[src/sv/lscemb_pkg.sv]
// lscemb_pkg: shared types and constants for the lsb stego channel embedder
// word layouts for the input and result channels, queue entry, codes
// no dependencies
package lscemb_pkg;

  // header layout: 4-bit setting then 24-bit length, two bits per channel
  localparam int HDR_CHANNELS = 14;
  localparam int HDR_BITS     = 28;
  localparam int LEN_BITS     = 24;
  localparam int MB_W         = 14;

  // saturation limit of the channel counter and bit pointer
  localparam logic [13:0] CNT_MAX = 14'h3FFF;

  // legal range of bits per channel
  localparam logic [3:0] BPC_MIN = 4'd1;
  localparam logic [3:0] BPC_MAX = 4'd8;

  // input word action codes
  localparam logic ACT_LOAD   = 1'b0;
  localparam logic ACT_SAMPLE = 1'b1;

  // result region codes
  localparam logic [1:0] REGION_HEADER = 2'd0;
  localparam logic [1:0] REGION_DATA   = 2'd1;
  localparam logic [1:0] REGION_PASS   = 2'd2;

  // register index, taken from paddr bit 2
  localparam logic REG_BPC      = 1'b0;
  localparam logic REG_MSG_BITS = 1'b1;

  typedef struct packed {
    logic       action;
    logic [9:0] byte_index;
    logic [7:0] message_byte;
    logic [7:0] channel_sample;
    logic       first_sample;
  } in_item_t;

  typedef struct packed {
    logic [7:0] encoded_sample;
    logic [1:0] region;
  } out_item_t;

  // classified sample, built by the front end
  typedef struct packed {
    logic [7:0] sample;
    logic [1:0] region;
    logic [7:0] keep_mask;
    logic [1:0] hdr_bits;
    logic [7:0] data_en;
    logic [2:0] bit_off;
  } desc_t;

  // queue entry: descriptor plus the two message bytes the group spans
  typedef struct packed {
    desc_t      desc;
    logic [7:0] byte_lo;
    logic [7:0] byte_hi;
  } q_entry_t;

endpackage

[src/sv/lscemb_back.sv]
// lscemb_back: merges header or message bits into the sample or passes it through, drives result word
// depends on lscemb_pkg; pops lscemb_queue
module lscemb_back #(
  parameter int CW = 3
) (
  input  logic                  clk,
  input  logic                  rst_n,
  input  lscemb_pkg::q_entry_t  head,
  input  logic [CW-1:0]         q_level,
  output logic                  pop,
  output logic                  out_valid,
  input  logic                  out_stall,
  output lscemb_pkg::out_item_t out_data
);

  logic                   out_valid_r;
  lscemb_pkg::out_item_t  out_data_r, res_nxt;
  logic [15:0]            stream;
  logic [7:0]             mbits, bits;

  // two bytes as one msb-first bit stream
  assign stream = {head.byte_lo, head.byte_hi};

  // message group, first bit into bit 0
  always_comb begin
    logic [3:0] k;
    k = '0;
    for (int j = 0; j < 8; j++) begin
      k        = {1'b0, head.desc.bit_off} + 4'(j);
      mbits[j] = head.desc.data_en[j] & stream[4'd15 - k];
    end
  end

  assign bits = (head.desc.region == lscemb_pkg::REGION_DATA) ? mbits :
                {6'b0, head.desc.hdr_bits};

  // replace the low bits
  always_comb begin
    res_nxt.encoded_sample = (head.desc.sample & ~head.desc.keep_mask) |
                             (bits & head.desc.keep_mask);
    res_nxt.region         = head.desc.region;
  end

  assign pop = (q_level != '0) & (~out_valid_r | ~out_stall);

  // output register
  always_ff @(posedge clk) begin
    if (!rst_n) begin
      out_valid_r <= 1'b0;
    end else if (!out_valid_r || !out_stall) begin
      out_valid_r <= (q_level != '0);
    end
  end

  always_ff @(posedge clk) begin
    if (pop) begin
      out_data_r <= res_nxt;
    end
  end

  assign out_valid = out_valid_r;
  assign out_data  = out_data_r;

endmodule

[config.mk]
export PLATFORM = sky130hd
export DESIGN_NAME = lscemb_back
export DESIGN_NICKNAME = d
export VERILOG_FILES = /design/src/sv/lscemb_pkg.sv /design/src/sv/lscemb_back.sv
export SDC_FILE = /design/constraint.sdc
export NUM_CORES = 1
export LEC_CHECK = 0
export BUFFER_PORTS_ARGS = -buffer_cell sky130_fd_sc_hd__buf_4
export CAP_MARGIN = 20
export CORE_UTILIZATION = 25
export CTS_CLUSTER_DIAMETER = 60
export DETAILED_ROUTE_END_ITERATION = 8
export PLACE_DENSITY_LB_ADDON = 0.08
export SLEW_MARGIN = 20
export SYNTH_ARGS = -nofsm -noshare
export SYNTH_HDL_FRONTEND = slang
export SYNTH_SLANG_ARGS = --single-unit
[constraint.sdc]
create_clock -name clk -period 6.6 [get_ports clk]
set_input_delay 1.32 -clock clk [delete_from_list [all_inputs] [get_ports clk]]
set_output_delay 1.32 -clock clk [all_outputs]
set_load 0.005 [all_outputs]
==> results of run 1 <==
-- worst max-delay path, stage by stage --
cell	delay, ns
buf_4	0.08
nor3_1	0.05
a21oi_1	0.79
buf_4	0.25
-- final timing paths --
check	start	to	slack (ns)	cells after the start
max	q_level[1]	pop	2.79	4
min	out_valid	out_valid	0.48	2
max reg2reg	out_valid	out_data[1]	5.10	1
min reg2reg	out_valid	out_valid	0.48	2
-- registers in the layout (all words and copies together) (netlist names) --
register   cells
out_data      10
out_valid      1
-- cell usage in the layout (no fill, tap or decap), drive strengths merged, types with 2 or more instances in the layout --
master  netlist  layout
buf           2      64
o22ai         3       3
edfxtp       10      10
nand3         4       4
clkbuf        4       4
ha            7       7
o21ai         3       3
a21oi         5       5
nor2b         2       2
a21boi        3       3
mux2i         5       5
mux2          4       4
nand2         4       4
nand4         2       2
nand3b        2       2
and3          2       2
inv          10      10
mux4         17      17
-- layout make-up --
cell class / count / area, um^2
multi-input cells: 76 / 885
inverters: 10 / 37.5
well taps: 67 / 83.8
repair buffers: 64 / 480
flip-flops and latches: 11 / 320
clock buffers: 4 / 45.0
fillers: 492 / 2970
-- through the flow --
step | util | total power [mW] | std cells | hold WS, ns
finish | 0.384 | 0.253 | 232 | 0.479
global route | 0.384 | 0.268 | 232 | 0.510
CTS | 0.384 | 0.258 | 232 | 0.485
detailed placement | 0.375 | 0.189 | 228 | 0.478
global placement | 0.375 | 0.187 | 228 | 0.479
floorplan | - | 0.141 | 103 | 0.473
-- power by group --
part	internal, mW	switching, mW	leakage (nW)
logic	0.0603	0.0398	0.705
clock network	0.0423	0.0243	0.0228
registers	0.0842	0.00183	0.112
total	0.187	0.0659	0.840
-- logic make-up (layout without fill, tap and decap cells) --
group | Yosys count | after routing | synth area share
buffers and inverters | 16 | 78 | 0.0614
muxes | 26 | 26 | 0.413
and+or+nand+nor | 20 | 20 | 0.0867
adders and majority gates | 7 | 7 | 0.0682
DFF | 11 | 11 | 0.250
AOI/OAI and AO/OA | 21 | 21 | 0.107
xor gates and xnor gates | 2 | 2 | 0.0136
-- metal layers --
layer	part of all wire	vias up	wire length (um)	GRT usage
met5	0	-	0	0
met4	0.022	0	77	0.0705
met3	0.094	9	324	0.0233
met2	0.45	65	1550	0.213
met1	0.43	520	1480	0.155
li1	-	547	-	-
==> flow_summary.yaml, run 1 <==
status:
  outcome: "finished, final reports clean"
sta:
  period_minus_slack_ns: 3.81
  worstMarginPinSlew_ns: 1.04
  rsz0062_at_grt: "no"
  max-slew-margin-rel: 0.306
  finalSetupTns_ns: 0
  setup_viol: 0
  clock_skew_ns: 0.000841
  clock.fmax_mhz: 262
  period_share: 0.577
  hold_violations: 0
  setup_ws_ns: 2.79
  slew_viol_final: 0
synthesis:
  synth.avg_cell_area_um2: 12.5
  yosys_register_bits: 11
  synth_nets: 163
  ys_seq_area_frac: 0.250
  synth_area_leaders: "mux4_1 29%, edfxtp_1 23%, ha_1 6.8%, mux4_2 5.3%, mux2i_1 3.9%"
  synth.most_common_cell: "mux4_1"
  yosysWarnings: 0
  synth.top_cells.by_count: "14 x mux4_1, 10 x edfxtp_1, 10 x inv_1"
  ys_async_sr_fraction: 0
  synth_ff_type: "edfxtp_1"
  syn_area_um2: 1280
  synth_area_leader_cell: "mux4_1"
  synthCells: 103
  synth_top_area_frac: 0.287
  synth_edf_count: 10
  synth.distinct_cells: 34
clock_tree:
  cts_max_path_buffers: 2
  cts_tree: "done"
  clkLatencyLatePin_ns: 0.24
  numCtsBuffers: 3
  cts_resized: 0
  cts_hold_buf: 0
  clk_pin_slew_ns: 0.05
  cts-root-buf: "clkbuf_8"
  htree_num_levels: 1
  cts_setup_buffers: 0
  cts.sink_count: 11
setup_path:
  worstPathRequired_ns: 5.28
  crit_arrival_ns: 2.49
  endpoint_kind: "output pin"
  crit_type: "in2out"
  crit_fanout: 11
  start_kind: "input port"
global_route:
  track_usage: 0.128
  grt_remaining_overflow: 0
  grt_pass1_wl_um: 5240
  grt_antenna_before_repair: 0
  grt_max_degree: 17
  grt_pass1_vias: 1129
die:
  die_w_um: 73.7
  io_pins: 65
  dieHeight_um: 73.7
  die_area_um2: 5430
  rows: 25
  start_util: 0.266
  core_um2: 4820
cells_and_area:
  layout-drive-gt1-share: 0.455
  layout.nets: 226
  area.growth.synth_to_final_pct: 44.2
  fin_area_um2: 1850
  diodes: 0
place:
  detailed_place.area_um2: 1810
  io_buffers: 64
  hpwl_um: 2850
  dp_slack_ns: 2.71
  gp_congestion: 0.783
drt:
  ant_nets: 0
  drtIter0Drc: 17
  wire_per_inst_um: 14.8
  vias_per_cell: 4.92
  drc_errors: 0
  first_pass_iters: 4
  drt-total-wl_um: 3430
  vias: 1141
min_path:
  hold_path_class: "reg2reg"
power_and_ir_drop:
  vdd_ir_drop_max_mv: 0.0457
  p_leak_nw: 0.840
  powerDensity_nw_per_um2: 136
flow_run:
  cap_viol_max_count: 0
(Power assumes the default switching activity.)
==> run 2: changes to the inputs <==
clock period = 3.74 ns   (was 6.6 ns; I/O delays follow)
==> run 2 against run 1 <==
Critical path type is now in2reg. Via count up 1.7%. Cell area up 0.20%. Critical endpoint is now out_data[5]. Critical path depth up 3.
==> flow_summary.yaml, run 2 (synthesized netlist as in run 1, its figures left out) <==
power_and_ir_drop:
  pwr-share-clk: 0.264
  p_leak_nw: 0.840
  switchingPower_uw: 116
  power_frac_comb: 0.396
  powerDensity_nw_per_um2: 240
  p_sw_frac: 0.260
  p_int_uw: 330
  vdd_ir_drop_max_mv: 0.0636
  p_seq_frac: 0.341
  p_total_uw: 445
sta:
  worstMarginPinSlew_ns: 0.806
  rsz0062_at_grt: "no"
  max-slew-margin-rel: 0.461
  slew_viol_final: 0
  finalSetupTns_ns: 0
  setup_viol: 0
  hold_violations: 0
  clock_skew_ns: 0.00351
  period_share: 0.725
  clock.fmax_mhz: 369
  period_minus_slack_ns: 2.71
clock_tree:
  cts_setup_buffers: 0
  htree_num_levels: 1
  cts_resized: 0
  cts_max_path_buffers: 2
  cts_hold_buf: 0
  cts_tree: "done"
  clkLatencyLatePin_ns: 0.23
  cts-root-buf: "clkbuf_8"
  numCtsBuffers: 3
  cts.sink_count: 11
  clk_pin_slew_ns: 0.05
drt:
  vias: 1160
  wl_met3_um: 272
  ant_nets: 0
  vias_per_cell: 5.00
  first_pass_iters: 4
  drtIter0Drc: 35
  wl_met2_um: 1700
  drc_errors: 0
  met1_length_um: 1490
  highest_layer: "met3"
  wire_per_inst_um: 14.9
  drt-total-wl_um: 3460
die:
  io_pins: 65
  core_um2: 4820
  start_util: 0.266
  die_w_um: 73.7
  dieHeight_um: 73.7
  rows: 25
  die_area_um2: 5430
place:
  detailed_place.area_um2: 1810
  gp_congestion: 0.809
  place_inst: 228
  hpwl_um: 2860
  io_buffers: 64
global_route:
  grt_pass1_wl_um: 5240
  track_usage: 0.126
  grt_remaining_overflow: 0
  grt_pass1_vias: 1154
  grt_antenna_before_repair: 0
  grt_max_degree: 17
cells_and_area:
  final_common_cell: "buf_4"
  final_core_utilization: 0.385
  layout.nets: 226
  layout-drive-gt1-share: 0.461
  diodes: 0
  area.growth.synth_to_final_pct: 44.5
  fin_area_um2: 1860
  final_cells: 232
  largest_reg_flops: 10
  fillers: 505
  final_cell_mix: "64 x buf_4, 14 x mux4_1, 10 x inv_1, 10 x edfxtp_1, 7 x ha_1"
setup_path:
  crit_type: "in2reg"
  start_kind: "input port"
  crit_fanout: 16
  slowest_stage: "mux4_1"
  crit_end: "out_data[5]"
  path_buf_inv: 2
  crit_arrival_ns: 2.70
  rr_endpoint: "out_data[8]"
  path_cells: "buf_4 > inv_1 > ha_1 > mux4_1 > nand2_1 > nand3_1 > a32o_1"
  endpoint_kind: "register"
  worstPathRequired_ns: 3.73
  cp_num_cells: 7
  worstSetupStartpoint: "head[16]"
  regToRegSetupSlack_ns: 2.51
  reg2regPathDepth: 1
  critical_path.top_delay_family: "multiplexers"
  regToRegStartpoint: "out_valid"
  critPathMaxStageDelay_ns: 0.66
status:
  outcome: "finished, final reports clean"
min_path:
  hold_path_class: "reg2reg"
flow_run:
  cap_viol_max_count: 0
-- run 2: cell counts in the layout (fill, tap and decap cells not counted) --
No cell type changed its count.
-- run 2: metal layers --
metal	up-vias	track usage
met3	0	0.0165
met4	0	0.0449
met1	559	0.157
met5	-	0
met2	54	0.223
li1	547	-
-- run 2: power by group through the flow --
stage | clock [mW] | sequential, mW | combinational (mW)
floorplan | 0 | 0.155 | 0.0928
CTS | 0.124 | 0.152 | 0.178
global route | 0.128 | 0.153 | 0.191
global placement | 0 | 0.154 | 0.177
detailed placement | 0 | 0.154 | 0.177
finish | 0.117 | 0.152 | 0.176
-- run 2: how the worst min path moves through the flow --
| stage | from | end | slack (ns) | depth (start not counted) |
|---|---|---|---|---|
| final | out_valid | out_valid | 0.49 | 2 |
| after global placement | out_valid | out_valid | 0.47 | 2 |
| after floorplan | out_valid | out_valid | 0.47 | 2 |
| after global routing | out_valid | out_valid | 0.53 | 2 |
| after detailed placement | out_valid | out_valid | 0.48 | 2 |
| after CTS | out_valid | out_valid | 0.49 | 2 |
-- run 2: metrics by stage --
stage          setup WS (ns)  hold slack [ns]
2_1_floorplan          0.802            0.473
3_3_place_gp           0.825            0.470
3_5_place_dp           0.788            0.482
4_1_cts                0.983            0.488
5_1_grt                0.940            0.529
6_report                1.03            0.493
-- run 2: final cells by class --
type	count	area (um^2)	area share
multi-input combinational	76	888	0.479
timing repair buffer	64	480	0.259
sequential	11	320	0.173
tap	67	83.8	0.0452
clock buffer	4	45.0	0.0243
inverter	10	37.5	0.0202
==> run 3: changes to the inputs <==
clock period = 2.25 ns   (was 3.74 ns; I/O delays follow)
==> run 3 against run 2 <==
Worst hold slack worse by 0.092 ns. Clock-buffer cell count did not move. Cell area grew 4.9%. First-iteration DRC count is 26% lower. Critical endpoint is now out_data[8]. Highest routed layer is now met4.
==> flow_summary.yaml, run 3 (synthesized netlist as in run 1, its figures left out) <==
cells_and_area:
  layout.nets: 235
  final_cell_mix: "72 x buf_4, 14 x mux4_1, 10 x edfxtp_1"
  final_cells: 241
  layout-drive-gt1-share: 0.500
  fin_area_um2: 1950
  final_common_cell: "buf_4"
  fillers: 499
  largest_reg_flops: 10
  area.growth.synth_to_final_pct: 51.7
  diodes: 0
sta:
  max-slew-margin-rel: 0.780
  slew_viol_final: 0
  clock.fmax_mhz: 495
  rsz0062_at_grt: "no"
  period_minus_slack_ns: 2.02
  holdWs_ns: 0.401
  clock_skew_ns: 0.000399
  finalSetupTns_ns: 0
  worstMarginPinSlew_ns: 0.329
  setup_viol: 0
  period_share: 0.897
  hold_violations: 0
power_and_ir_drop:
  vdd_ir_drop_max_mv: 0.111
  p_leak_nw: 0.886
  p_total_uw: 764
  powerDensity_nw_per_um2: 393
drt:
  first_pass_iters: 4
  wire_per_inst_um: 14.6
  highest_layer: "met4"
  drt-total-wl_um: 3520
  drc_errors: 0
  vias_per_cell: 4.92
  wl_met2_um: 1680
  wl_met3_um: 264
  ant_nets: 0
  drtIter0Drc: 26
  vias: 1186
  met1_length_um: 1480
setup_path:
  endpoint_kind: "register"
  crit_type: "in2reg"
  crit_arrival_ns: 2.00
  worstSetupStartpoint: "head[16]"
  start_kind: "input port"
  regToRegStartpoint: "out_valid"
  crit_fanout: 12
  worstPathRequired_ns: 2.23
clock_tree:
  htree_num_levels: 1
  clk_pin_slew_ns: 0.05
  cts_hold_buf: 0
  cts_resized: 0
  cts.sink_count: 11
  clkLatencyLatePin_ns: 0.23
  cts_setup_buffers: 0
  cts-root-buf: "clkbuf_8"
  cts_max_path_buffers: 2
  numCtsBuffers: 3
  cts_tree: "done"
die:
  rows: 25
  dieHeight_um: 73.7
  die_w_um: 73.7
  io_pins: 65
  die_area_um2: 5430
  core_um2: 4820
  start_util: 0.266
global_route:
  track_usage: 0.135
  grt_remaining_overflow: 0
  grt_pass1_vias: 1119
  grt_pass1_wl_um: 5490
  grt_max_degree: 13
  grt_antenna_before_repair: 0
place:
  io_buffers: 64
  detailed_place.area_um2: 1900
  gp_congestion: 0.786
  place_inst: 237
  hpwl_um: 3020
status:
  outcome: "finished, final reports clean"
min_path:
  hold_start: "head[37]"
  hold_path_class: "in2reg"
flow_run:
  cap_viol_max_count: 0
[run 3: changes by cell type in the layout (fill, tap and decap cells not counted)]
cell,change
ha_4,+1
inv_2,+1
buf_4,+8
a21oi_1,+1
a21oi_2,-1
ha_1,-1
buf_12,+1
inv_4,+1
inv_1,-2
[run 3: final timing paths]
check,endpoint,slack (ns),cells past startpoint
setup / recovery,out_data[8],0.23,6
hold / removal,out_data[0],0.40,1
hold reg to reg,out_valid,0.50,2
setup reg to reg,out_data[7],1.17,2
[run 3: critical path, stage by stage]
cell and delay, ns:
buf_4 0.13, buf_12 0.14, mux4_1 0.60, mux4_2 0.50
nand4_1 0.10, o21ai_0 0.08
[run 3: layer usage]
| layer | track usage | vias up |
|---|---|---|
| li1 | - | 565 |
| met1 | 0.166 | 556 |
| met2 | 0.232 | 56 |
| met3 | 0.0137 | 9 |
| met4 | 0.0684 | 0 |
| met5 | 0 | - |
[run 3: final cells by class]
cell class / count / area, um^2 / area share
multi-input combinational: 76 / 897 / 0.461
timing repair buffer: 73 / 561 / 0.288
sequential: 11 / 320 / 0.165
tap: 67 / 83.8 / 0.0431
clock buffer: 4 / 45.0 / 0.0231
inverter: 10 / 40.0 / 0.0206
[run 3: metrics by stage]
step	utilization	worst slack [ns]
after CTS	0.404	0.230
after detailed placement	0.395	-0.0150
after global routing	0.404	0.179
after floorplan	-	-0.0761
after global placement	0.395	-0.00826
final	0.404	0.231
[run 3: where the power goes]
| part | leakage [nW] | internal [mW] | switching [mW] |
|---|---|---|---|
| registers | 0.112 | 0.247 | 0.00568 |
| logic | 0.751 | 0.195 | 0.123 |
| clock network | 0.0228 | 0.124 | 0.0704 |
