File: config.mk
export PLATFORM = sky130hd
export DESIGN_NAME = lscemb_queue
export DESIGN_NICKNAME = d
export VERILOG_FILES = /design/src/sv/lscemb_pkg.sv /design/src/sv/lscemb_queue.sv
export SDC_FILE = /design/constraint.sdc
export NUM_CORES = 1
export LEC_CHECK = 0
export BUFFER_PORTS_ARGS = -buffer_cell sky130_fd_sc_hd__buf_4
export CAP_MARGIN = 0
export CORE_ASPECT_RATIO = 1.4
export CORE_MARGIN = 4
export CORE_UTILIZATION = 38
export DETAILED_ROUTE_END_ITERATION = 10
export GPL_TIMING_DRIVEN = 0
export SLEW_MARGIN = 10
export SYNTH_ARGS = -nofsm -noshare
export SYNTH_HDL_FRONTEND = slang
export SYNTH_SLANG_ARGS = --single-unit
File: constraint.sdc
create_clock -name clk -period 1.9 [get_ports clk]
set_input_delay 0 -clock clk [delete_from_list [all_inputs] [get_ports clk]]
set_output_delay 0 -clock clk [all_outputs]
set_load 0.01 [all_outputs]
File: src/sv/lscemb_pkg.sv
// lscemb_pkg: shared types and constants for the lsb stego channel embedder
// word layouts for the input and result channels, queue entry, codes
// no dependencies
package lscemb_pkg;

  // header layout: 4-bit setting then 24-bit length, two bits per channel
  localparam int HDR_CHANNELS = 14;
  localparam int HDR_BITS     = 28;
  localparam int LEN_BITS     = 24;
  localparam int MB_W         = 14;

  // saturation limit of the channel counter and bit pointer
  localparam logic [13:0] CNT_MAX = 14'h3FFF;

  // legal range of bits per channel
  localparam logic [3:0] BPC_MIN = 4'd1;
  localparam logic [3:0] BPC_MAX = 4'd8;

  // input word action codes
  localparam logic ACT_LOAD   = 1'b0;
  localparam logic ACT_SAMPLE = 1'b1;

  // result region codes
  localparam logic [1:0] REGION_HEADER = 2'd0;
  localparam logic [1:0] REGION_DATA   = 2'd1;
  localparam logic [1:0] REGION_PASS   = 2'd2;

  // register index, taken from paddr bit 2
  localparam logic REG_BPC      = 1'b0;
  localparam logic REG_MSG_BITS = 1'b1;

  typedef struct packed {
    logic       action;
    logic [9:0] byte_index;
    logic [7:0] message_byte;
    logic [7:0] channel_sample;
    logic       first_sample;
  } in_item_t;

  typedef struct packed {
    logic [7:0] encoded_sample;
    logic [1:0] region;
  } out_item_t;

  // classified sample, built by the front end
  typedef struct packed {
    logic [7:0] sample;
    logic [1:0] region;
    logic [7:0] keep_mask;
    logic [1:0] hdr_bits;
    logic [7:0] data_en;
    logic [2:0] bit_off;
  } desc_t;

  // queue entry: descriptor plus the two message bytes the group spans
  typedef struct packed {
    desc_t      desc;
    logic [7:0] byte_lo;
    logic [7:0] byte_hi;
  } q_entry_t;

endpackage

File: src/sv/lscemb_queue.sv
// lscemb_queue: short fifo of classified samples between front and back end
// depends on lscemb_pkg
module lscemb_queue #(
  parameter int DEPTH = 4,
  parameter int CW    = 3
) (
  input  logic                  clk,
  input  logic                  rst_n,
  input  logic                  push,
  input  lscemb_pkg::q_entry_t  push_entry,
  input  logic                  pop,
  output lscemb_pkg::q_entry_t  head,
  output logic [CW-1:0]         level
);

  localparam int PTRW = (DEPTH > 1) ? $clog2(DEPTH) : 1;

  lscemb_pkg::q_entry_t  slot_r [DEPTH];
  logic [PTRW-1:0]       wr_ptr_r, rd_ptr_r;
  logic [CW-1:0]         count_r;

  // entry storage
  always_ff @(posedge clk) begin
    if (push) begin
      slot_r[wr_ptr_r] <= push_entry;
    end
  end

  // pointers and fill count
  always_ff @(posedge clk) begin
    if (!rst_n) begin
      wr_ptr_r <= '0;
      rd_ptr_r <= '0;
      count_r  <= '0;
    end else begin
      if (push) begin
        wr_ptr_r <= (wr_ptr_r == PTRW'(DEPTH - 1)) ? '0 : wr_ptr_r + PTRW'(1);
      end
      if (pop) begin
        rd_ptr_r <= (rd_ptr_r == PTRW'(DEPTH - 1)) ? '0 : rd_ptr_r + PTRW'(1);
      end
      if (push && !pop) begin
        count_r <= count_r + CW'(1);
      end else if (pop && !push) begin
        count_r <= count_r - CW'(1);
      end
    end
  end

  assign head  = slot_r[rd_ptr_r];
  assign level = count_r;

  // credit scheme never overfills the queue
  a_no_overflow: assert property (@(posedge clk) disable iff (!rst_n)
    push && !pop |-> count_r != CW'(DEPTH))
    else $error("queue push while full");

  // back end never pops an empty queue
  a_no_underflow: assert property (@(posedge clk) disable iff (!rst_n)
    pop |-> count_r != '0)
    else $error("queue pop while empty");

  // fill count rises by one on a push without a pop
  a_count_track: assert property (@(posedge clk) disable iff (!rst_n)
    push && !pop |=> count_r == $past(count_r) + CW'(1))
    else $error("queue count out of step");

endmodule

==> results of run 1 <==
[power by group through the flow]
| stage | Combinational (uW) | Clock, uW | Sequential [uW] |
|---|---|---|---|
| finish | 1040 | 3380 | 5020 |
| global route | 1140 | 3680 | 5040 |
| CTS | 1070 | 3470 | 5020 |
| detailed placement | 975 | 0 | 5120 |
| global placement | 953 | 0 | 5110 |
| floorplan | 496 | 0 | 5110 |
[metrics by stage]
stage               utilization  TNS [ns]  worst slack [ns]  instances  area [um2]
global route              0.505         0            0.0370        717        9430
floorplan                     -         0             0.317        287        7260
finish                    0.505         0             0.123        717        9430
global placement          0.445    -32.39            -0.187        631        8310
CTS                       0.503         0          0.000428        713        9390
detailed placement        0.445         0             0.224        631        8320
[worst max-delay path by stage]
stage                          to  slack (ns)
floorplan            slot_r[3][0]        0.32
global placement    slot_r[3][23]       -0.19
detailed placement  slot_r[2][29]        0.22
CTS                       head[7]      0.0004
global route             head[22]        0.04
finish                    head[7]        0.12
[layer usage]
layer,GRT usage,vias up,part of all wire
met1,0.149,1771,0.39
li1,-,1557,-
met4,0.0472,0,0.0090
met2,0.233,78,0.56
met5,0,-,0
met3,0.0435,11,0.044
[layout by cell type (no fill, tap or decap), types with 2 or more instances in the layout]
cell type and instances:
inv_1 4, mux4_2 47, buf_12 4, ha_1 6, dlygate4sd3_1 50, buf_4 108, dfxtp_1 8, nor2b_1 5
mux2i_1 4, clkinvlp_4 4, clkbuf_1 2, edfxtp_1 188, and2_4 4, inv_6 4, clkbuf_16 17
[flip-flops by register name, indices dropped and copies added (netlist names), named ones only]
name,cells
slot_r,188
level,3
rd_ptr_r,2
wr_ptr_r,2
[repair_timing]
action | in CTS | in global routing
endpoints found under the setup margin | 31 | 30
gates resized for setup | 6 | 2
hold buffers | 50 | 0
buffers inserted | 0 | 4
hold endpoints to repair | 197 | 0
[kinds of logic after synthesis]
logic type	after synthesis	share of synthesized area
mux	51	0.151
compound gates	3	0.00276
flops	197	0.803
simple gates	13	0.0107
fa+ha+maj	7	0.0131
buf+inv	14	0.0162
xor+xnor	2	0.00242
[worst max-delay path, cell delays in order, from the launching register on]
cell     delay, ns
dfxtp_2       0.35
buf_12        0.14
buf_12        0.15
mux4_2        0.53
buf_4         0.16
[final cells by class]
type	count	area, um2
fillers	1508	9250
flip-flops and latches	197	5830
multi-input cells	76	1320
repair buffers	154	1280
clock buffers	19	433
well taps	244	305
clock inverters	13	124
plain buffers	10	123
inverters	4	15.0
==> reports/qor.csv, run 1 <==
stage;metric;value;unit
sta;Slew headroom;0.489;
synthesis;cell count after synthesis;287;
worst_setup_path;R2R depth;2;
sta;RSZ-0062 raised after global routing;no;
die;starting density of the core;0.388;
sta;Tmin final;1.78;ns
synthesis;sequential fraction of the synthesis area;0.803;
clock_network;Clock Latency Late Sink;0.43;ns
clock_network;clk buf depth;2;
pwr;Peak VDD IR;538;uV
synthesis;Synth top area share;0.778;
detailed_routing;DR iter-0 viols;213;
worst_setup_path;Worst EP required;1.90;ns
worst_hold_path;hold wc startpoint;push_entry[40];
synthesis;asr flop ratio synth;0;
placement;routability-driven placement congestion ratio;0.659;
die;die area;0.0214;mm2
detailed_routing;DRC Markers;0;
detailed_routing;drt first pass iters;4;
sta;setup violators final;0;
synthesis;Ys Warns;0;
detailed_routing;Vias/cell;4.77;
pwr;switching share of power;0.220;
die;row count;59;
worst_hold_path;worst hold endpoint;slot_r[2][40];
pwr;total chip power;9440;uW
worst_setup_path;FF-to-FF Start;wr_ptr_r[0];
sta;clock skew;0.00708;ns
worst_setup_path;Crit Path Category;reg2out;
synthesis;Post-synth top cells;edfxtp_1, mux4_2, dfxtp_1;
global_route;gr usage total;0.131;
sta;fin. max-slew vios;0;
die;Die Y;171;um
synthesis;synthesized area per cell;25.3;um2
pwr;Pleak;0.00323;uW
detailed_routing;drt wl/cell;18.4;um
worst_setup_path;startpoint types;register;
detailed_routing;Vias;3417;
global_route;initial antenna violation count;0;
sta;Tightest Pin Transition;0.766;ns
worst_hold_path;Min-Delay Path Depth;2;
pwr;P_int;7370;uW
synthesis;Unique masters post-synth;22;
worst_setup_path;CP endpoint kind;primary output;
synthesis;EDFF count, synth;188;
worst_setup_path;flop-to-flop setup slack;0.26;ns
worst_setup_path;Arr. time, crit path;1.78;ns
worst_setup_path;Worst Path Max Fanout;10;
detailed_routing;Final ANT Viol Nets;0;
die;Ports;101;
final_layout;layout cell share with drive strength beyond 1;0.412;
synthesis;count leader, synth;edfxtp_1;
clock_network;Sink Count;197;
clock_network;clock transition at the registers of the reported paths;0.07;ns
synthesis;syn_nets;345;
synthesis;Cell Area, Synth;0.00725;mm2
synthesis;Seq cells post-synth;197;
clock_network;CTS tree;yes;
global_route;vias in the first global route;3800;
die;core area;0.0187;mm2
clock_network;H-tree lvl count;4;
detailed_routing;drt total wl;13200;um
pwr;sequential power share;0.532;
synthesis;Main synth FF type;edfxtp_1;
worst_setup_path;reg2reg end;slot_r[3][26];
global_route;first-pass GRT wire length;20800;um
pwr;Clock power frac;0.358;
final_layout;Final Net Count;518;
final_layout;P&R area growth vs syn;30.0;%
placement;dpl hpwl;7860;um
pwr;Pwr per Cell Area;1000;mW/mm2
synthesis;largest area contributor in the netlist;edfxtp_1;
pwr;Gate power share;0.111;
global_route;GRT overflow;0;
die;die width;125;um
sta;Hold WS;0.315;ns
pwr;Net Sw Power;2070;uW
clock_network;CTS buffer count;17;
global_route;largest net degree at the start of global routing;48;
placement;Port Buffers;100;
final_layout;ANT cells;0;
worst_hold_path;Hold WC Path Type;in2reg;
outcome;status;completed;
sta;Hold Fails Final Rpt;0;
synthesis;synth top area cells;edfxtp_1, mux4_2, dfxtp_1;
run;maxcap violations;0;
sta;fmax;563;MHz
sta;final worst path period share;0.936;
clock_network;Root Buffer;clkbuf_16;
No activity file was read; power rests on OpenSTA's default activity.
==> run 2, diff against run 1 <==
==> constraint.sdc (replaced) <==
create_clock -name clk -period 2.24 [get_ports clk]
set_input_delay 0 -clock clk [delete_from_list [all_inputs] [get_ports clk]]
set_output_delay 0 -clock clk [all_outputs]
set_load 0.01 [all_outputs]
==> reports/qor.csv, run 2 (same netlist as run 1, synthesis figures left out) <==
stage;metric;value;unit
final_layout;Top reg by flops;slot_r;
final_layout;number of fillers in the final layout;1509;
run;maxcap violations;0;
worst_hold_path;hold wc startpoint;push_entry[9];
clock_network;Sink Count;197;
final_layout;layout cell share with drive strength beyond 1;0.405;
placement;Port Buffers;100;
global_route;initial antenna violation count;0;
pwr;Peak VDD IR;479;uV
global_route;first-pass GRT wire length;21000;um
sta;fmax;522;MHz
detailed_routing;DR iter-0 viols;209;
worst_setup_path;crit path buf inv count;3;
detailed_routing;Vias/cell;4.76;
sta;Tmin final;1.92;ns
sta;setup violators final;0;
worst_setup_path;Worst EP required;2.24;ns
final_layout;ANT cells;0;
clock_network;clk buf depth;2;
worst_setup_path;CP Cell Sequence;buf_2 -> buf_2 -> mux4_2 -> buf_4;
final_layout;Largest register FFs;188;
detailed_routing;Final ANT Viol Nets;0;
global_route;GRT overflow;0;
final_layout;commonest non-fill, non-tap cells in the layout;edfxtp_1, buf_4, dlygate4sd3_1;
final_layout;Non-Filler Instances;713;
global_route;largest net degree at the start of global routing;48;
clock_network;Root Buffer;clkbuf_16;
worst_setup_path;Arr. time, crit path;1.92;ns
die;die area;0.0214;mm2
placement;Placed Cells;631;
clock_network;hold buffer count at cts;50;
die;row count;59;
sta;clock skew;0.00481;ns
final_layout;Final Net Count;514;
detailed_routing;DRC Markers;0;
clock_network;CTS tree;yes;
outcome;status;completed;
sta;Slew headroom;0.492;
final_layout;fin area;0.00939;mm2
worst_setup_path;Worst Path Max Fanout;10;
worst_setup_path;most frequent CP cell;buf_2;
sta;Hold WS;0.324;ns
clock_network;H-tree lvl count;4;
sta;Tightest Pin Transition;0.761;ns
worst_setup_path;FF-to-FF Start;wr_ptr_r[0];
worst_hold_path;worst hold endpoint;slot_r[0][9];
detailed_routing;drt wl/cell;18.5;um
placement;placed cell areas;0.00832;mm2
clock_network;CTS buffer count;17;
worst_hold_path;Min-Delay Path Depth;2;
die;die width;125;um
sta;final worst path period share;0.856;
die;Die Y;171;um
worst_setup_path;CP max stage delay;0.38;ns
final_layout;most common cell after layout, fill and taps aside;edfxtp_1;
worst_setup_path;R2R depth;2;
worst_setup_path;CP endpoint kind;primary output;
worst_setup_path;flop-to-flop setup slack;0.58;ns
worst_setup_path;crit-path leading delay family;buffers and inverters;
placement;routability-driven placement congestion ratio;0.665;
clock_network;postcts setup bufs;0;
clock_network;Gates resized, CTS repair;0;
worst_setup_path;reg2reg end;slot_r[3][27];
placement;dpl hpwl;7710;um
sta;RSZ-0062 raised after global routing;no;
die;core area;0.0187;mm2
detailed_routing;Vias;3392;
final_layout;P&R area growth vs syn;29.5;%
detailed_routing;drt total wl;13200;um
sta;Hold Fails Final Rpt;0;
clock_network;clock transition at the registers of the reported paths;0.07;ns
worst_setup_path;Crit Path Category;reg2out;
worst_setup_path;Critical-path top delay cell;mux4_2;
worst_hold_path;Hold WC Path Type;in2reg;
worst_setup_path;startpoint types;register;
detailed_routing;drt first pass iters;6;
clock_network;Clock Latency Late Sink;0.42;ns
pwr;total chip power;8050;uW
die;Ports;101;
pwr;Pwr per Cell Area;858;mW/mm2
die;starting density of the core;0.388;
global_route;gr usage total;0.130;
pwr;Pleak;0.00322;uW
sta;fin. max-slew vios;0;
global_route;vias in the first global route;3882;
-- run 2: cell count changes in the layout (fill, tap and decap cells not counted), moves of 2 or more --
cell / before / now
buf_2: 0 / 4
buf_4: 108 / 101
clkinv_4: 1 / 4
clkinvlp_4: 4 / 1
inv_8: 1 / 3
-- run 2: final cells by class --
class | count | area (um2) | area share
clock inverter | 14 | 141 | 0.0151
timing repair buffer | 150 | 1250 | 0.133
buffer | 10 | 103 | 0.0109
tap | 244 | 305 | 0.0325
inverter | 4 | 15.0 | 0.00160
sequential | 197 | 5830 | 0.620
multi-input combinational | 76 | 1320 | 0.140
clock buffer | 18 | 429 | 0.0457
-- run 2: power by group --
part | total [uW] | switching (uW) | internal [uW]
logic | 877 | 401 | 476
registers | 4260 | 45.0 | 4210
clock network | 2920 | 1350 | 1570
-- run 2: stage by stage --
| stage | setup WS, ns | util | setup TNS (ns) |
|---|---|---|---|
| after detailed placement | 0.557 | 0.445 | 0 |
| final | 0.323 | 0.503 | 0 |
| after CTS | 0.253 | 0.503 | 0 |
| after global placement | -0.747 | 0.445 | -137.31 |
| after global routing | 0.181 | 0.503 | 0 |
| after floorplan | 0.156 | - | 0 |
-- run 2: routing by layer --
metal,track usage,vias up,routed length (um)
li1,-,1549,-
met1,0.151,1755,5200
met2,0.235,75,7220
met4,0.0396,0,161
met5,0,-,0
met3,0.0367,13,599
-- run 2: worst max path at each step --
stage / startpoint / endpoint / slack, ns / cells past startpoint
after global routing: register / head[28] / 0.18 / 4
after floorplan: wr_ptr_r[0] / slot_r[3][0] / 0.16 / 2
after detailed placement: wr_ptr_r[0] / slot_r[3][6] / 0.56 / 2
after global placement: wr_ptr_r[0] / slot_r[2][6] / -0.75 / 3
after CTS: register / head[28] / 0.25 / 4
final: register / head[28] / 0.32 / 4
==> run 3, diff against run 2 <==
--- a/config.mk
+++ b/config.mk
@@ -12,6 +12,7 @@
 export CORE_UTILIZATION = 38
 export DETAILED_ROUTE_END_ITERATION = 10
 export GPL_TIMING_DRIVEN = 0
+export RECOVER_POWER = 25
 export SLEW_MARGIN = 10
 export SYNTH_ARGS = -nofsm -noshare
 export SYNTH_HDL_FRONTEND = slang
==> reports/qor.csv, run 3 (same netlist as run 1, synthesis figures left out) <==
stage;metric;value;unit
outcome;status;completed;
global_route;GRT overflow;0;
clock_network;clk buf depth;2;
sta;Hold Fails Final Rpt;0;
detailed_routing;Vias/cell;4.77;
final_layout;Final Net Count;514;
sta;setup ws final;0.322;ns
worst_setup_path;flop-to-flop setup slack;0.58;ns
global_route;vias in the first global route;3882;
clock_network;CTS tree;yes;
die;die width;125;um
placement;Port Buffers;100;
detailed_routing;drt wl/cell;18.5;um
sta;RSZ-0062 raised after global routing;no;
die;row count;59;
sta;Slew headroom;0.485;
placement;Placement Setup Slack;0.557;ns
final_layout;P&R area growth vs syn;27.9;%
final_layout;Largest register FFs;188;
die;core area;0.0187;mm2
worst_setup_path;Crit Path Category;reg2out;
worst_setup_path;startpoint types;register;
global_route;first-pass GRT wire length;21000;um
worst_setup_path;crit path capture;head[28];
clock_network;clock transition at the registers of the reported paths;0.07;ns
die;starting density of the core;0.388;
clock_network;CTS buffer count;17;
detailed_routing;Final ANT Viol Nets;0;
global_route;gr usage total;0.130;
sta;fmax;521;MHz
detailed_routing;drt total wl;13200;um
die;Die Y;171;um
worst_setup_path;reg2reg end;slot_r[3][27];
sta;Hold WS;0.332;ns
final_layout;layout cell share with drive strength beyond 1;0.339;
detailed_routing;DRC Markers;0;
final_layout;Top reg by flops;slot_r;
die;Ports;101;
die;die area;0.0214;mm2
placement;dpl hpwl;7710;um
sta;fin. max-slew vios;0;
final_layout;commonest non-fill, non-tap cells in the layout;edfxtp_1, buf_4, dlygate4sd3_1;
worst_setup_path;Worst EP required;2.24;ns
pwr;Pleak;0.00311;uW
pwr;Pwr per Cell Area;866;mW/mm2
worst_hold_path;Hold WC Path Type;in2reg;
worst_setup_path;CP endpoint kind;primary output;
final_layout;Non-Filler Instances;713;
worst_setup_path;FF-to-FF Start;wr_ptr_r[0];
worst_setup_path;R2R depth;2;
clock_network;Gates resized, CTS repair;0;
run;maxcap violations;0;
clock_network;H-tree lvl count;4;
detailed_routing;drt first pass iters;6;
sta;setup violators final;0;
worst_setup_path;Arr. time, crit path;1.92;ns
pwr;Peak VDD IR;474;uV
final_layout;most common cell after layout, fill and taps aside;edfxtp_1;
clock_network;Sink Count;197;
detailed_routing;Vias;3403;
sta;clock skew;0.00504;ns
sta;final worst path period share;0.856;
sta;Tmin final;1.92;ns
placement;routability-driven placement congestion ratio;0.665;
final_layout;ANT cells;0;
final_layout;Final Util;0.496;
clock_network;Root Buffer;clkbuf_16;
global_route;largest net degree at the start of global routing;48;
global_route;initial antenna violation count;0;
worst_setup_path;Worst Path Max Fanout;10;
final_layout;number of fillers in the final layout;1534;
clock_network;Clock Latency Late Sink;0.42;ns
placement;Placed Cells;631;
detailed_routing;DR iter-0 viols;203;
sta;Tightest Pin Transition;0.772;ns
==> run 3: report_power, final <==
| part | switching [uW] | internal, uW |
|---|---|---|
| clock network | 1350 | 1570 |
| registers | 45.0 | 4210 |
| logic | 401 | 452 |
| total | 1800 | 6230 |
==> run 3: timing repair <==
action,4_1_cts,5_1_grt
hold buffers,50,0
setup buffers,0,0
hold endpoints to repair,197,0
==> run 3: cell type report <==
class | instances | area, um2 | share of cell area
Tap cell | 244 | 305 | 0.0329
Clock inverter | 14 | 141 | 0.0152
Inverter | 4 | 15.0 | 0.00162
Sequential cell | 197 | 5830 | 0.628
Multi-Input combinational cell | 76 | 1320 | 0.142
Timing Repair Buffer | 150 | 1130 | 0.122
Buffer | 10 | 103 | 0.0111
Clock buffer | 18 | 429 | 0.0463
==> run 3: per-layer routing <==
layer	track usage	routed length, um
met1	0.151	5210
met2	0.235	7260
met5	0	0
met3	0.0367	575
met4	0.0396	115
==> run 3: per-stage QoR <==
step	total power (uW)	TNS (ns)	area [um2]
after floorplan	4760	0	7250
after global placement	5140	-137.31	8310
after detailed placement	5170	0	8320
after CTS	8160	0	9390
after global routing	8380	0	9270
final	8030	0	9270
==> run 3: critical path: stages (launching register included) <==
cell and delay [ns]:
dfxtp_1 0.33, buf_2 0.28, buf_2 0.34, mux4_2 0.38, buf_4 0.17
==> run 3: worst min path at each step <==
stage | start | endpoint | slack (ns) | depth (start not counted)
after floorplan | push_entry[0] | slot_r[0][0] | 0.1 | 0
after global placement | push_entry[45] | slot_r[0][45] | 0.20 | 1
after detailed placement | push_entry[45] | slot_r[2][45] | 0.20 | 1
after CTS | push_entry[35] | slot_r[1][35] | 0.30 | 2
after global routing | push_entry[14] | slot_r[3][14] | 0.33 | 2
final | push_entry[34] | slot_r[3][34] | 0.33 | 2
